$ cat config.mk
export PLATFORM = sky130hd
export DESIGN_NAME = sce_front
export DESIGN_NICKNAME = d
export VERILOG_FILES = /design/src/hdl/squared_correlation_engine_defines.svh /design/src/hdl/sce_pkg.sv /design/src/hdl/sce_front.sv
export SDC_FILE = /design/constraint.sdc
export NUM_CORES = 2
export LEC_CHECK = 0
export BUFFER_PORTS_ARGS = -buffer_cell sky130_fd_sc_hd__buf_2
export CAP_MARGIN = 25
export CORE_ASPECT_RATIO = 0.9
export CORE_MARGIN = 2
export CORE_UTILIZATION = 35
export CTS_BUF_LIST = sky130_fd_sc_hd__clkbuf_2 sky130_fd_sc_hd__clkbuf_4 sky130_fd_sc_hd__clkbuf_8
export CTS_CLUSTER_DIAMETER = 50
export DETAILED_ROUTE_END_ITERATION = 8
export SETUP_SLACK_MARGIN = 0.02
export SYNTH_ARGS = -nofsm -noshare
export SYNTH_HDL_FRONTEND = slang
export SYNTH_SLANG_ARGS = --single-unit
$ cat constraint.sdc
create_clock -name clk -period 16.8 [get_ports clk]
set_input_delay 2.52 -clock clk [delete_from_list [all_inputs] [get_ports clk]]
set_output_delay 2.52 -clock clk [all_outputs]
set_load 0.005 [all_outputs]
$ cat src/hdl/squared_correlation_engine_defines.svh
// Assertion macros for the squared correlation engine.
`ifndef SQUARED_CORRELATION_ENGINE_DEFINES_SVH
`define SQUARED_CORRELATION_ENGINE_DEFINES_SVH
`ifndef SYNTHESIS
`define SCE_ASSERT_SAME(label, ante, cons) \
  label: assert property (@(posedge clk) disable iff (rst) (ante) |-> (cons)) \
    else $error("squared_correlation_engine: assertion failed");
`define SCE_ASSERT_NEXT(label, ante, cons) \
  label: assert property (@(posedge clk) disable iff (rst) (ante) |=> (cons)) \
    else $error("squared_correlation_engine: assertion failed");
`else
`define SCE_ASSERT_SAME(label, ante, cons)
`define SCE_ASSERT_NEXT(label, ante, cons)
`endif
`endif

$ cat src/hdl/sce_pkg.sv
package sce_pkg;

  localparam int SAMPLE_BITS_DEF = 16;
  localparam int MAX_LEN_DEF     = 4096;

  localparam int DIGIT_BITS  = 16;
  localparam int FRAC_BITS   = 16;
  localparam int RESULT_BITS = FRAC_BITS + 1;
  localparam int STATUS_BITS = 2;
  localparam int QUEUE_DEPTH = 2;
  localparam int OUT_TDATA_W = ((RESULT_BITS + 7) / 8) * 8;

  typedef enum logic [STATUS_BITS-1:0] {
    ST_OK       = 2'd0,
    ST_ZERO_VAR = 2'd1,
    ST_TOO_LONG = 2'd2
  } status_t;

  typedef enum logic [2:0] {
    OP_N_SAA = 3'd0,
    OP_SA_SA = 3'd1,
    OP_N_SBB = 3'd2,
    OP_SB_SB = 3'd3,
    OP_N_SAB = 3'd4,
    OP_SA_SB = 3'd5,
    OP_C_C   = 3'd6,
    OP_VA_VB = 3'd7
  } op_t;

endpackage

$ cat src/hdl/sce_front.sv
module sce_front #(
  parameter int SAMPLE_BITS = sce_pkg::SAMPLE_BITS_DEF,
  parameter int MAX_LEN     = sce_pkg::MAX_LEN_DEF,
  localparam int CNT_W  = $clog2(MAX_LEN + 1),
  localparam int SUM_W  = SAMPLE_BITS + CNT_W,
  localparam int SQ_W   = 2 * SAMPLE_BITS + CNT_W,
  localparam int SNAP_W = 1 + CNT_W + 2 * SUM_W + 3 * SQ_W
) (
  input  logic                   clk,
  input  logic                   rst,
  input  logic                   in_valid,
  output logic                   in_ready,
  input  logic [SAMPLE_BITS-1:0] sample_a,
  input  logic [SAMPLE_BITS-1:0] sample_b,
  input  logic                   last_sample,
  output logic                   push,
  output logic [SNAP_W-1:0]      snap,
  input  logic                   full
);

  logic [CNT_W-1:0] pair_count, pair_count_next;
  logic [SUM_W-1:0] sum_first, sum_first_next;
  logic [SUM_W-1:0] sum_second, sum_second_next;
  logic [SQ_W-1:0]  sum_first_squared, sum_first_squared_next;
  logic [SQ_W-1:0]  sum_second_squared, sum_second_squared_next;
  logic [SQ_W-1:0]  sum_cross_product, sum_cross_product_next;
  logic             length_exceeded, length_exceeded_next;

  logic [2*SAMPLE_BITS-1:0] prod_aa, prod_bb, prod_ab;
  logic                     accept;

  assign in_ready = !full;
  assign accept   = in_valid && in_ready;
  assign push     = accept && last_sample;

  assign prod_aa = sample_a * sample_a;
  assign prod_bb = sample_b * sample_b;
  assign prod_ab = sample_a * sample_b;

  always_comb begin
    pair_count_next         = pair_count;
    sum_first_next          = sum_first;
    sum_second_next         = sum_second;
    sum_first_squared_next  = sum_first_squared;
    sum_second_squared_next = sum_second_squared;
    sum_cross_product_next  = sum_cross_product;
    length_exceeded_next    = length_exceeded;
    if (!length_exceeded) begin
      if (pair_count == CNT_W'(MAX_LEN)) begin
        length_exceeded_next = 1'b1;
      end else begin
        pair_count_next         = pair_count + CNT_W'(1);
        sum_first_next          = sum_first + SUM_W'(sample_a);
        sum_second_next         = sum_second + SUM_W'(sample_b);
        sum_first_squared_next  = sum_first_squared + SQ_W'(prod_aa);
        sum_second_squared_next = sum_second_squared + SQ_W'(prod_bb);
        sum_cross_product_next  = sum_cross_product + SQ_W'(prod_ab);
      end
    end
  end

  assign snap = {length_exceeded_next, sum_cross_product_next, sum_second_squared_next,
                 sum_first_squared_next, sum_second_next, sum_first_next, pair_count_next};

  always_ff @(posedge clk) begin
    if (rst || push) begin
      pair_count         <= '0;
      sum_first          <= '0;
      sum_second         <= '0;
      sum_first_squared  <= '0;
      sum_second_squared <= '0;
      sum_cross_product  <= '0;
      length_exceeded    <= 1'b0;
    end else if (accept) begin
      pair_count         <= pair_count_next;
      sum_first          <= sum_first_next;
      sum_second         <= sum_second_next;
      sum_first_squared  <= sum_first_squared_next;
      sum_second_squared <= sum_second_squared_next;
      sum_cross_product  <= sum_cross_product_next;
      length_exceeded    <= length_exceeded_next;
    end
  end

endmodule

# After elaboration in Yosys (flattened, before gate mapping)

Index checks and enable logic that the tools add are counted.

$mul: 3
Reduce and logical (&&, ||, !) cells: 4
Eq/ne operators: 1
Add/sub/neg operators: 6
Mux-type cells: 14

Operator list:

| operator                | count |
|---|---|
| $mux W45                | 6 |
| $add A45 B32 Y45        | 3 |
| $mux W29                | 4 |
| $mul A16 B16 Y32        | 3 |
| $add A29 B16 Y29        | 2 |
| $mux W13                | 2 |
| $add A13 B1 Y13 const B | 1 |
| $eq A13 B13 Y1 const B  | 1 |
| $logic_and A1 B1 Y1     | 2 |
| $mux W1                 | 2 |
| $logic_not A1 Y1        | 1 |
| $logic_or A1 B1 Y1      | 1 |

Flip-flop bits (word level): 207
Output and inout port bits: 209
Logic and storage cells: 35
Bits of input ports: 37

# Depth between registers and ports, before layout

Depth after elaboration: 4
Depth in mapped cells: 27
Depth with buffers taken out: 24

# Worst setup path before layout

No wires, ideal clock.

Path kind: input to output
From: input port sample_b[7]
To: output port snap[199]
Cell stages on the path: 26
Slack: 5.884 ns
Arrival: 8.396 ns
Path buffers: 4
Required time: 14.280 ns
Cell sequence: clkbuf_1 > buf_1 > nand2_1 > fa_1 > inv_1 > fa_1 > inv_1 > fa_1 > inv_1 > fa_1 > fa_1 > inv_1 > fa_1 > inv_1 > ha_1 > buf_2 > and4_1 > and3_1 > nor3_1 > o2bb2ai_1 > nor2_1 > o21a_1 > a221o_1 > buf_2 > nand4_1 > xnor2_1

Longest elaborated chain between the ends: 4

Ends and longest elaborated chain:

| item               | RTL line        | text |
|---|---|---|
| start: declaration | sce_front.sv:14 | `input logic [SAMPLE_BITS-1:0] sample_b,` |
| $mul A16 B16 Y32   | sce_front.sv:38 | `assign prod_ab = sample_a * sample_b;` |
| $add A45 B32 Y45   | sce_front.sv:57 | `sum_cross_product_next = sum_cross_product + SQ_W'(prod_ab);` |
| $mux W45           | sce_front.sv:49 | `if (pair_count == CNT_W'(MAX_LEN)) begin` |
| $mux W45           | sce_front.sv:48 | `if (!length_exceeded) begin` |
| end: declaration   | sce_front.sv:17 | `output logic [SNAP_W-1:0] snap,` |

No other way between the ends.

# Worst setup path after layout

From: input port sample_a[1]
To: output port snap[107]

Longest elaborated chain between the ends: 4

Ends and longest elaborated chain:

| item               | RTL line        | text |
|---|---|---|
| start: declaration | sce_front.sv:13 | `input logic [SAMPLE_BITS-1:0] sample_a,` |
| $mul A16 B16 Y32   | sce_front.sv:36 | `assign prod_aa = sample_a * sample_a;` |
| $add A45 B32 Y45   | sce_front.sv:55 | `sum_first_squared_next = sum_first_squared + SQ_W'(prod_aa);` |
| $mux W45           | sce_front.sv:49 |  |
| $mux W45           | sce_front.sv:48 |  |

No other way between the ends.

==> flow_summary.ini <==
[hold_path]
hp-class = reg -> reg
hold_depth = 2

[worst_setup_path]
crit_required_ns = 14.28
cp-startpoint = sample_a[1]
r2r_cells = 18
crit_end = snap[107]
r2r-start = sum_cross_product[10]
cp-start-kind = input pin
worstSetupPathType = in -> out
cp_data_arrival_time_ns = 10.21
crit_fanout = 27
cp-end-kind = output port
rr_endpoint = sum_cross_product[44]
r2r_slack_ns = 10.90

[clock_network]
cts_hold_buf = 0
htreeDepth = 2
clock_path_buffers = 3
cts_made_buffers = 53
clkLatencyLatePin_ns = 0.69
tritoncts = done
clock-sinks = 207
cts-root-buf = clkbuf_8
clk_pin_slew_ns = 0.05
post_cts_buffers = 0
cts_resized = 0

[logic_synthesis]
synth_seq_cells = 207
synth_nets = 5888
yosys-top-cells-area = fa_1 31%, ha_1 12%, dfxtp_1 11%
syn_inst = 4873
yosys_warnings = 0
synth_area_mm2 = 0.0390
seq_area_frac_synth_pct = 10.6
syn_avg_cell_area_um2 = 8.01
ys_types = 87
yosysTopAreaCellShare_pct = 31.3
synth_area_leader_cell = fa_1
synth-edff-count = 0
ys_async_sr_fraction_pct = 0
synthFlopType = dfxtp_1

[cells_and_area]
area_delta_synth_final_pct = 9.19
drive_above_1_share_pct = 8.23
stdcell_count = 6484
n_antenna_cell = 0
seq_area_mm2 = 0.00414
fillers = 11500
num-nets-final = 5986
multi_input_area_mm2 = 0.0301

[global_route]
grt_pass1_wl_um = 183000
grt_pass1_vias = 32700
antenna_found_initial = 10
grt_max_degree = 96
overflow = 0
grtUsageTotal_pct = 20.4

[placed_design]
place_hpwl_um = 85800
place_congestion = 0.927
dp_cells = 6391
port_buffers = 245

[timing]
min_period_ns = 12.73
final_hold_viol_count = 0
drv_slew = 0
maxSlewHeadroom_pct = 28.1
period_share_pct = 75.8
fmax_ghz = 0.0785
worstMarginPinSlew_ns = 1.06
finalSetupViolCount = 0
final.setup.tns_ns = 0
skew_ns = 0.0210
rsz0062_at_grt = no

[routing]
dr_total_vias = 32200
firstDrtPassIters = 7
drt_wl_total_um = 114000
ant_nets = 0
post_drt_via_cell_ratio = 4.97
wl_per_cell_um = 17.6
drc = 0
drtIter0Drc = 2072

[floorplanning]
rows = 116
dieArea_mm2 = 0.114
pin_count = 246
initial_utilization_pct = 35.2
die-width_um = 356
core-area_mm2 = 0.111
fp.dieH_um = 321

[run_status]
status = complete, no violations

[run]
drv_cap = 0
==> cell usage in the layout, fill, tap and decap left out, types with 6 or more instances in the layout <==
cell / instances
o31ai_1: 8
buf_4: 26
buf_2: 246
clkbuf_8: 64
o21a_1: 17
nand2b_1: 18
o21bai_1: 12
clkinv_2: 7
nor3_1: 36
inv_1: 1049
nor2b_1: 24
nand3_1: 78
o21ai_0: 214
dfxtp_1: 207
a21oi_1: 192
o21ai_1: 25
or3_1: 32
and2_1: 205
a21boi_0: 7
a211oi_1: 33
a311oi_1: 6
xnor2_1: 147
clkbuf_4: 14
a31o_2: 9
o211ai_1: 17
nand4_1: 35
xor2_1: 90
a31oi_1: 22
fa_1: 610
and4_1: 7
ha_1: 368
or4_1: 9
nor2_1: 247
a21o_1: 75
and3_1: 41
nand2_1: 699
mux2i_1: 9
==> worst min path at each step <==
stage / startpoint / slack, ns / end
finish: sum_cross_product[5] / 0.45 / sum_cross_product[5]
CTS: sum_cross_product[5] / 0.45 / sum_cross_product[5]
global placement: sum_cross_product[5] / 0.44 / sum_cross_product[5]
floorplan: sum_cross_product[3] / 0.44 / sum_cross_product[3]
global route: sum_second_squared[7] / 0.48 / sum_second_squared[7]
detailed placement: sum_cross_product[5] / 0.45 / sum_cross_product[5]
==> registers in the layout, indices dropped and copies added, names as in the netlist <==
register            count
sum_first_squared      45
sum_second             29
sum_second_squared     45
sum_first              29
sum_cross_product      45
length_exceeded         1
pair_count             13
==> cells in the mapped netlist, types with 12 or more instances <==
cell type	count
ha_1	368
o21ai_0	214
nor2_1	248
o211ai_1	17
fa_1	610
a21oi_1	192
or3_1	32
nand3_1	78
o21bai_1	12
a21o_1	75
dfxtp_1	207
buf_2	14
clkbuf_1	189
nor3_1	36
inv_1	1049
nand2b_1	18
nor2b_1	25
and3_1	41
xor2_1	90
o21ai_1	25
nand2_1	701
o21a_1	17
xnor2_1	147
nand4_1	35
buf_1	20
a211oi_1	33
and2_1	205
a31oi_1	22
==> worst max-delay path, stage by stage <==
cell      delay (ns)
buf_2           0.59
clkinv_1        0.58
nor2_1          0.30
inv_1           0.08
fa_1            0.47
fa_1            0.57
fa_1            0.44
fa_1            0.54
inv_1           0.05
fa_1            0.47
inv_1           0.05
fa_1            0.47
inv_1           0.04
ha_1            0.35
a21o_1          0.22
a311oi_2        0.31
o31ai_4         0.20
a41oi_4         0.37
o21ai_4         0.12
a221oi_2        0.91
nor2_1          0.15
xor2_1          0.21
buf_2           0.15
==> per-stage QoR <==
stage,setup WS (ns),util [%],cell area [um2],hold WS (ns)
after global placement,4.26,37.4,41400,0.442
after floorplan,5.88,-,39000,0.436
after detailed placement,4.11,37.4,41500,0.447
after global routing,3.67,38.4,42600,0.477
after CTS,4.05,38.4,42600,0.454
final,4.07,38.4,42600,0.453
==> routing by layer <==
| layer | track usage, % | up-vias | part of all wire (%) | routed length, um |
|---|---|---|---|---|
| li1 | - | 15300 | - | - |
| met1 | 28.3 | 15900 | 45 | 51900 |
| met2 | 32.8 | 905 | 45 | 51600 |
| met3 | 4.53 | 125 | 7.8 | 8940 |
| met4 | 3.86 | 10 | 1.7 | 1950 |
| met5 | 0 | - | 0.056 | 64 |
==> logic make-up (layout without fill, tap and decap cells) <==
kind of cell	count (synthesis)	in the layout	synth area share, %
compound gates	698	698	11.1
xor+xnor	237	237	5.32
fa+ha+maj	978	978	43.1
buf+inv	1282	1418	12.4
flops	207	207	10.6
mux	14	14	0.375
simple gates	1457	1457	17.1
==> cell type report <==
| cell class | instances | area share, % |
|---|---|---|
| Inverter | 1053 | 9.29 |
| Sequential cell | 207 | 9.73 |
| Tap cell | 1475 | 4.33 |
| Multi-Input combinational cell | 3384 | 70.6 |
| Clock inverter | 15 | 0.405 |
| Clock buffer | 78 | 2.31 |
| Timing Repair Buffer | 272 | 3.35 |
Power is left out: the tool's default activity adds up to more than one toggle a clock period on the data nets, which glitch-free logic cannot reach.
