==> src/hdl/squared_correlation_engine_defines.svh <==
// Assertion macros for the squared correlation engine.
`ifndef SQUARED_CORRELATION_ENGINE_DEFINES_SVH
`define SQUARED_CORRELATION_ENGINE_DEFINES_SVH
`ifndef SYNTHESIS
`define SCE_ASSERT_SAME(label, ante, cons) \
  label: assert property (@(posedge clk) disable iff (rst) (ante) |-> (cons)) \
    else $error("squared_correlation_engine: assertion failed");
`define SCE_ASSERT_NEXT(label, ante, cons) \
  label: assert property (@(posedge clk) disable iff (rst) (ante) |=> (cons)) \
    else $error("squared_correlation_engine: assertion failed");
`else
`define SCE_ASSERT_SAME(label, ante, cons)
`define SCE_ASSERT_NEXT(label, ante, cons)
`endif
`endif

==> src/hdl/sce_pkg.sv <==
package sce_pkg;

  localparam int SAMPLE_BITS_DEF = 16;
  localparam int MAX_LEN_DEF     = 4096;

  localparam int DIGIT_BITS  = 16;
  localparam int FRAC_BITS   = 16;
  localparam int RESULT_BITS = FRAC_BITS + 1;
  localparam int STATUS_BITS = 2;
  localparam int QUEUE_DEPTH = 2;
  localparam int OUT_TDATA_W = ((RESULT_BITS + 7) / 8) * 8;

  typedef enum logic [STATUS_BITS-1:0] {
    ST_OK       = 2'd0,
    ST_ZERO_VAR = 2'd1,
    ST_TOO_LONG = 2'd2
  } status_t;

  typedef enum logic [2:0] {
    OP_N_SAA = 3'd0,
    OP_SA_SA = 3'd1,
    OP_N_SBB = 3'd2,
    OP_SB_SB = 3'd3,
    OP_N_SAB = 3'd4,
    OP_SA_SB = 3'd5,
    OP_C_C   = 3'd6,
    OP_VA_VB = 3'd7
  } op_t;

endpackage

==> src/hdl/sce_queue.sv <==
module sce_queue #(
  parameter int WIDTH = 1,
  localparam int DEPTH = sce_pkg::QUEUE_DEPTH,
  localparam int PTR_W = $clog2(DEPTH),
  localparam int CNT_W = $clog2(DEPTH + 1)
) (
  input  logic             clk,
  input  logic             rst,
  input  logic             push,
  input  logic [WIDTH-1:0] wdata,
  output logic             full,
  input  logic             pop,
  output logic [WIDTH-1:0] rdata,
  output logic             empty
);

  logic [WIDTH-1:0] entries [DEPTH];
  logic [PTR_W-1:0] wr_ptr, rd_ptr;
  logic [CNT_W-1:0] count;
  logic             do_push, do_pop;

  assign full    = (count == CNT_W'(DEPTH));
  assign empty   = (count == '0);
  assign do_push = push && !full;
  assign do_pop  = pop && !empty;
  assign rdata   = entries[rd_ptr];

  always_ff @(posedge clk) begin
    if (rst) begin
      wr_ptr <= '0;
      rd_ptr <= '0;
      count  <= '0;
    end else begin
      if (do_push) begin
        wr_ptr <= (wr_ptr == PTR_W'(DEPTH - 1)) ? '0 : wr_ptr + PTR_W'(1);
      end
      if (do_pop) begin
        rd_ptr <= (rd_ptr == PTR_W'(DEPTH - 1)) ? '0 : rd_ptr + PTR_W'(1);
      end
      if (do_push && !do_pop) begin
        count <= count + CNT_W'(1);
      end else if (do_pop && !do_push) begin
        count <= count - CNT_W'(1);
      end
    end
  end

  always_ff @(posedge clk) begin
    if (do_push) begin
      entries[wr_ptr] <= wdata;
    end
  end

endmodule

==> config.mk <==
export PLATFORM = sky130hd
export DESIGN_NAME = sce_queue
export DESIGN_NICKNAME = d
export VERILOG_FILES = /design/src/hdl/squared_correlation_engine_defines.svh /design/src/hdl/sce_pkg.sv /design/src/hdl/sce_queue.sv
export SDC_FILE = /design/constraint.sdc
export NUM_CORES = 1
export LEC_CHECK = 0
export BUFFER_PORTS_ARGS = -buffer_cell sky130_fd_sc_hd__buf_4
export CAP_MARGIN = 20
export CORE_AREA = 5 5 42 44
export CTS_CLUSTER_SIZE = 10
export DETAILED_ROUTE_END_ITERATION = 12
export DIE_AREA = 0 0 47 49
export GPL_ROUTABILITY_DRIVEN = 1
export PLACE_DENSITY = 0.43
export SLEW_MARGIN = 20
export SYNTH_ARGS = -nofsm -noshare
export SYNTH_HDL_FRONTEND = slang
export SYNTH_SLANG_ARGS = --single-unit
==> constraint.sdc <==
create_clock -name clk -period 1.6 [get_ports clk]
set_input_delay 0.32 -clock clk [delete_from_list [all_inputs] [get_ports clk]]
set_output_delay 0.32 -clock clk [all_outputs]
set_load 0.1 [all_outputs]
# Yosys cells after proc, flatten, opt, wreduce, memory -nomap -nowiden
# Memories as Yosys holds them, arrays and structs flattened. A register that Yosys moved wholly into a read port is not among the register bits.
# Index checks and enable logic that the tools add are counted.
# totals
ff_bits	4
memories	1
latchBits	0
rom_bits	0
ramBits	2
out_inout_bits	3
# classes
mux	8
reduce_logical	10
bitwise_logic	0
div	0
add_sub_neg	4
multipliers	0
shift	0
eq_ne	1
order_cmp	0
# mem_list
name	depth	word_bits	rd	rd_clocked_by_memory_dff	wr	line_no	source
entries	2	1	1	1	1	sce_queue.sv:17	logic [WIDTH-1:0] entries [DEPTH];
# op_table
cell	n
$mux W1	6
$logic_and A1 B1 Y1	4
$logic_not A1 Y1	4
$mux W2	2
$add A1 B1 Y1 const B	2
$add A2 B1 Y2 const B	1
$eq A2 B2 Y1 const B	1
$logic_not A2 Y1	1
$reduce_bool A2 Y1	1
$sub A2 B1 Y2 const B	1

# Logic depth before layout (Yosys ltp)
# Gate-level depths: netlist of run 1.
# depth
depth_word	7
depth_mapped	6

# Least setup slack after synthesis of run 1
# OpenSTA, ideal clock, no wires.
# synth_path
path_type	flip-flop to flip-flop
start	register count[1]
end	register count[1]
required_time_ns	1.530
arrival_time_ns	2.142
path_stages_with_launch	6
period_less_slack_ns	2.212
slack_ns	-0.612
path_buffers	0
setup_time_ns	0.070
cell_sequence	dfxtp_1 > nor2b_2 > nor2_1 > ha_1 > or3_1 > a21oi_1
# synth_between
elab_chain_len	6
word_cells_on_any_way	15
# synth_rtl
item	line_no	source
start: declaration	sce_queue.sv:19	logic [CNT_W-1:0] count;
start signal: assignment	sce_queue.sv:41	count <= count + CNT_W'(1);
start signal: assignment	sce_queue.sv:43	count <= count - CNT_W'(1);
$eq A2 B2 Y1 *	sce_queue.sv:22	assign full = (count == CNT_W'(DEPTH));
net full	sce_queue.sv:11	output logic full,
$logic_not A1 Y1 *	sce_queue.sv:24	assign do_push = push && !full;
$logic_and A1 B1 Y1 *	sce_queue.sv:24	
$logic_not A1 Y1	sce_queue.sv:42	end else if (do_pop && !do_push) begin
$logic_and A1 B1 Y1	sce_queue.sv:42	
$reduce_bool A2 Y1 (no source line)	n/a	
# Mark *: on every way through the listed nets, which the timed path passes. The rest lies on a longest branch. The select of a mux whose other input is x is not followed.
# A chain may end at the register's enable or synchronous reset.

# Worst setup path after layout of run 1
# layout_path
start	register count[1]
end	register count[1]
# layout_between
elab_chain_len	6
word_cells_on_any_way	15
# layout_rtl
item	line_no
$eq A2 B2 Y1 or $logic_not A2 Y1 (tied branches)	sce_queue.sv:22, sce_queue.sv:23
$logic_not A1 Y1 (on tied branches)	sce_queue.sv:24, sce_queue.sv:25
$logic_and A1 B1 Y1 (on tied branches)	sce_queue.sv:24, sce_queue.sv:25
$logic_not A1 Y1 (on tied branches)	sce_queue.sv:42, sce_queue.sv:40
$logic_and A1 B1 Y1 (on tied branches)	sce_queue.sv:42, sce_queue.sv:40
$reduce_bool A2 Y1 (no source line) or $mux W2 (tied branches)	n/a
# Several ways; a longest one is shown, not always the timed one. The select of a mux whose other input is x is not followed.

==> impl_metrics.tcl, run 1 <==
set metrics [dict create \
    crit_path_start_kind "register" \
    synth.distinct_cells 12 \
    synth_area_leaders "dfxtp_1 (35%), edfxtp_1 (21%), xor2_1 (9.1%), nor2_1 (6.5%), o21ai_0 (5.2%)" \
    io_buffer_count 7 \
    hold_violations 0 \
    first_iter_violations 0 \
    worst-endpoint-arrival_ns 1.66 \
    netlist_instances 28 \
    die_height_um 49 \
    cts.clk_slew.worst_paths_ns 0.06 \
    viasPerCell 4.16 \
    yosysSeqAreaShare_pct 55.4 \
    critPathKind "reg2reg" \
    hold_path_depth 2 \
    syn_area_um2 289 \
    nets 46 \
    seqCellArea_um2 163 \
    hpwl_um 421 \
    grt_usage_pct 6.36 \
    multi_input_area_um2 129 \
    rrSetupSlack_ns 0.13 \
    fin_crit_sh_pct 92.1 \
    postRouteAntennaNets 0 \
    post_dp_cell_area_um2 369 \
    worstPathRequired_ns 1.78 \
    synthArstFlopShare_pct 0 \
    cpPeakStageDelay_ns 0.36 \
    synth_fp_nets 34 \
    r2r_cells 5 \
    grt_start_max_net_pins 6 \
    drc 0 \
    ys_warn_count 0 \
    drive_gt1_share_pct 38.5 \
    worst_path_max_delay_cell "dfxtp_2" \
    ys_ff_latch 7 \
    worst_slew_pin_slew_ns 0.279 \
    grt.overflow.total 0 \
    dieArea_um2 2300 \
    antenna_found_initial 0 \
    cts_inserted_buffers 3 \
    diodes 0 \
    drtPass1Iterations 1 \
    synth_top_area_cell "dfxtp_1" \
    syn_area_per_cell_um2 10.3 \
    die_w_um 47 \
    synth_edf_count 2 \
    rsz0062_at_grt "no" \
    start_util_pct 20.6 \
    fin_area_um2 398 \
    slew_viol_final 0 \
    gp_congestion 0.687 \
    vias 229 \
    drt-total-wl_um 534 \
    cts-root-buf "clkbuf_4" \
    min_path_type "in2reg" \
    ys.flop_type "dfxtp_1" \
    crit_chain "nor2b_4 > nor2_1 > ha_1 > or3_1 > a21oi_1" \
    fmax_mhz 679 \
    setup-violations-final 0 \
    core-area_um2 1400 \
    use_met1_pct 6.21 \
    synth_top_area_share_pct 34.6 \
    synth_common_cells "dfxtp_1 (5), nor2_1 (5), o21ai_0 (3), xor2_1 (3)" \
    busiest_layer "met2" \
    min_period_ns 1.47 \
    skew_ns 0.00748 \
    first_global_vias 254 \
    clkLatencyLatePin_ns 0.25 \
    grt_use_met2_pct 9.05 \
    placement_rows 14 \
    post_drt_wl_per_cell_um 9.71 \
    worst-path-max-fanout 5 \
    relSlewSlack_pct 81.5 \
    worst_setup_path_end_kind "register" \
    grt_pass1_wl_um 993 \
    cts_max_level 1 \
    io_pins 8 \
    grt_use_met3_pct 2.58 \
    drv_cap 0 \
    clkSinkCount 7 \
    cts_tree "built" \
    status "complete, no violations" \
    areaGrowthSynthToFinish_pct 37.7 \
    fill_cells 154 \
    cts_max_path_buffers 2 \
]
==> through the flow <==
step / setup slack, ns / std cells / utilization, % / TNS, ns / hold slack, ns
floorplan: -0.291 / 28 / - / -0.352 / 0.389
global placement: 0.107 / 51 / 26.3 / 0 / 0.463
detailed placement: 0.0199 / 51 / 26.3 / 0 / 0.473
finish: 0.127 / 55 / 28.4 / 0 / 0.252
global route: 0.0331 / 55 / 28.4 / 0 / 0.233
CTS: 0.0165 / 55 / 28.2 / 0 / 0.247
==> cell usage in the layout (no fill, tap or decap) <==
cell	Yosys	final
inv_1	2	2
edfxtp_1	2	2
o21ai_1	0	1
xor2_1	3	3
nor2_2	0	1
dfxtp_1	5	3
o21ai_0	3	2
and2_1	1	1
or3_1	2	2
buf_4	0	7
clkbuf_4	0	3
clkbuf_1	0	1
nor2_1	5	4
mux2_2	1	1
nor2b_4	0	1
ha_1	1	1
dfxtp_2	0	2
a21oi_1	2	2
==> kinds of logic (layout without fill, tap and decap cells) <==
group	after synthesis	after routing	share of synthesized area [%]
AOI/OAI and AO/OA	5	5	8.66
muxes	1	1	3.90
DFF	7	7	55.4
buffers and inverters	2	13	2.60
and+or+nand+nor	9	9	16.0
xor gates and xnor gates	3	3	9.09
adders and majority gates	1	1	4.33
==> final cells by class <==
cell class,count,area share [%]
flip-flops and latches,7,40.9
multi-input cells,19,32.4
repair buffers,7,13.2
clock buffers,4,6.60
well taps,16,5.03
inverters,2,1.89
==> repair_timing <==
item                                    4_1_cts  5_1_grt
setup buffers                                 0        0
endpoints found under the setup margin        0        1
resized for setup                             0        3
hold buffers                                  0        0
==> routing by layer <==
metal / wire length (µm) / vias up
li1: - / 115
met1: 210 / 105
met2: 272 / 7
met3: 31 / 2
met4: 19 / 0
met5: 0 / -
==> final timing paths <==
check	from	endpoint
worst max-delay path	count[1]	count[1]
worst max register to register	count[1]	count[1]
worst min register to register	wr_ptr	wr_ptr
worst min-delay path	rst	count[1]
==> critical path: cells and delay by family (launching register included) <==
| kind | cells | cell delay [ns] |
|---|---|---|
| compound gates | 1 | 0.14 |
| fa+ha+maj | 1 | 0.31 |
| flops | 1 | 0.36 |
| simple gates | 3 | 0.59 |
Power of run 1 is not shown: default switching activity piles up to over one toggle a cycle in this logic, so the estimate is an artifact.
==> run 2: changes to the inputs <==
==> constraint.sdc (replaced) <==
create_clock -name clk -period 1.6 [get_ports clk]
set_input_delay 0.32 -clock clk [delete_from_list [all_inputs] [get_ports clk]]
set_output_delay 0.32 -clock clk [all_outputs]
set_load 0.005 [all_outputs]
==> run 2 against run 1 <==
  * First-iteration DRC count is 3 higher
  * Setup slack got worse by 0.034 ns
  * Global-route usage up 0.084 points
  * Final cell count increased by 1.8%
  * Critical endpoint unchanged
==> impl_metrics.tcl, run 2 (same netlist as run 1, synthesis figures left out) <==
set metrics [dict create \
    critPathKind "reg2reg" \
    layout_commonest_cell "buf_4" \
    drv_cap 0 \
    core-area_um2 1400 \
    worstPathRequired_ns 1.77 \
    first_global_vias 266 \
    finalWorstSetupSlack_ns 0.0925 \
    setup_tns_ns 0 \
    power_w 0.000717 \
    worst-path-max-fanout 5 \
    cts_max_level 1 \
    final_cell_mix "buf_4 (8), nor2_1 (5)" \
    nets 47 \
    min_from "wdata" \
    die_w_um 47 \
    holdPathEnd "entries[0]" \
    p_per_area_nw_per_um2 1780 \
    rsz0062_at_grt "no" \
    drtPass1Iterations 4 \
    r2r_end "count[1]" \
    grt_start_max_net_pins 6 \
    drive_gt1_share_pct 37.5 \
    cts_max_path_buffers 2 \
    postRouteAntennaNets 0 \
    post_cts_buffers 0 \
    io_pins 8 \
    grt.overflow.total 0 \
    diodes 0 \
    rrSetupSlack_ns 0.09 \
    grt_usage_pct 6.44 \
    areaGrowthSynthToFinish_pct 39.4 \
    holdBufCountCts 0 \
    fin_crit_sh_pct 94.2 \
    clkSinkCount 7 \
    first_iter_violations 3 \
    post_drt_wl_per_cell_um 10.6 \
    slew_viol_final 0 \
    skew_ns 0.00306 \
    viasPerCell 4.14 \
    hold_path_depth 1 \
    io_buffer_count 7 \
    post_cts_resize_count 0 \
    worst-endpoint-arrival_ns 1.68 \
    antenna_found_initial 0 \
    r2r_cells 5 \
    relSlewSlack_pct 84.9 \
    grt_pass1_wl_um 979 \
    cts.clk_slew.worst_paths_ns 0.05 \
    place_ws_ns 0.0322 \
    gp_congestion 0.713 \
    dp.cells 52 \
    layoutNonFillerInstCount 56 \
    die_height_um 49 \
    hold_violations 0 \
    drt-total-wl_um 596 \
    min_path_type "in2reg" \
    worst_slew_pin_slew_ns 0.224 \
    setup-violations-final 0 \
    placement_rows 14 \
    status "complete, no violations" \
    min_period_ns 1.51 \
    cts_inserted_buffers 3 \
    cts_tree "built" \
    clkLatencyLatePin_ns 0.25 \
    fin_area_um2 403 \
    r2r-start "count[1]" \
    cts-root-buf "clkbuf_4" \
    worst_setup_path_end_kind "register" \
    start_util_pct 20.6 \
    leakage_nw 0.178 \
    fmax_mhz 663 \
    drc 0 \
    vias 232 \
    crit_path_start_kind "register" \
    dieArea_um2 2300 \
    ir_worst_vdd_mv 0.573 \
    post_dp_cell_area_um2 369 \
]
## run 2: changes by cell type in the layout (fill, tap and decap cells not counted), sizes merged
cell,before,now
buf,7,8
## run 2: per-stage QoR
step           hold slack (ns)  utilization [%]
2_1_floorplan            0.389                -
3_3_place_gp             0.466             26.3
3_5_place_dp             0.495             26.3
4_1_cts                  0.249             28.2
5_1_grt                  0.245             28.7
6_report                 0.257             28.7
## run 2: worst max-delay path by stage
stage	startpoint	to	depth (start not counted)	slack [ns]
finish	count[1]	count[1]	5	0.09
global route	count[1]	count[1]	5	0.03
CTS	count[1]	count[1]	5	0.01
detailed placement	count[1]	count[1]	5	0.03
global placement	count[1]	count[1]	5	0.14
floorplan	count[1]	count[1]	5	0.18
## run 2: area by class of cell
class | count | area [µm²]
multi-input cells | 19 | 126
well taps | 16 | 20.0
fillers | 164 | 998
inverters | 2 | 7.51
clock buffers | 4 | 26.3
repair buffers | 8 | 60.1
flip-flops and latches | 7 | 163
## run 2: power breakdown
| part | switching (W) | total (W) | internal (W) |
|---|---|---|---|
| clock network | 0.0000645 | 0.000160 | 0.0000951 |
| logic | 0.000118 | 0.000269 | 0.000151 |
| registers | 0.0000456 | 0.000288 | 0.000243 |
## run 2: routing by layer
metal,routed length [µm],GRT usage (%)
met4,5,6.91
met5,0,0
met3,41,2.21
met2,324,9.73
met1,225,6.03
## run 2: critical path: stages (launching register included)
cell and delay (ns):
dfxtp_2 0.35, nor2b_4 0.17, nor2_1 0.07, ha_1 0.31
or3_1 0.36, a21oi_1 0.16
No activity file was read; power rests on OpenSTA's default activity.
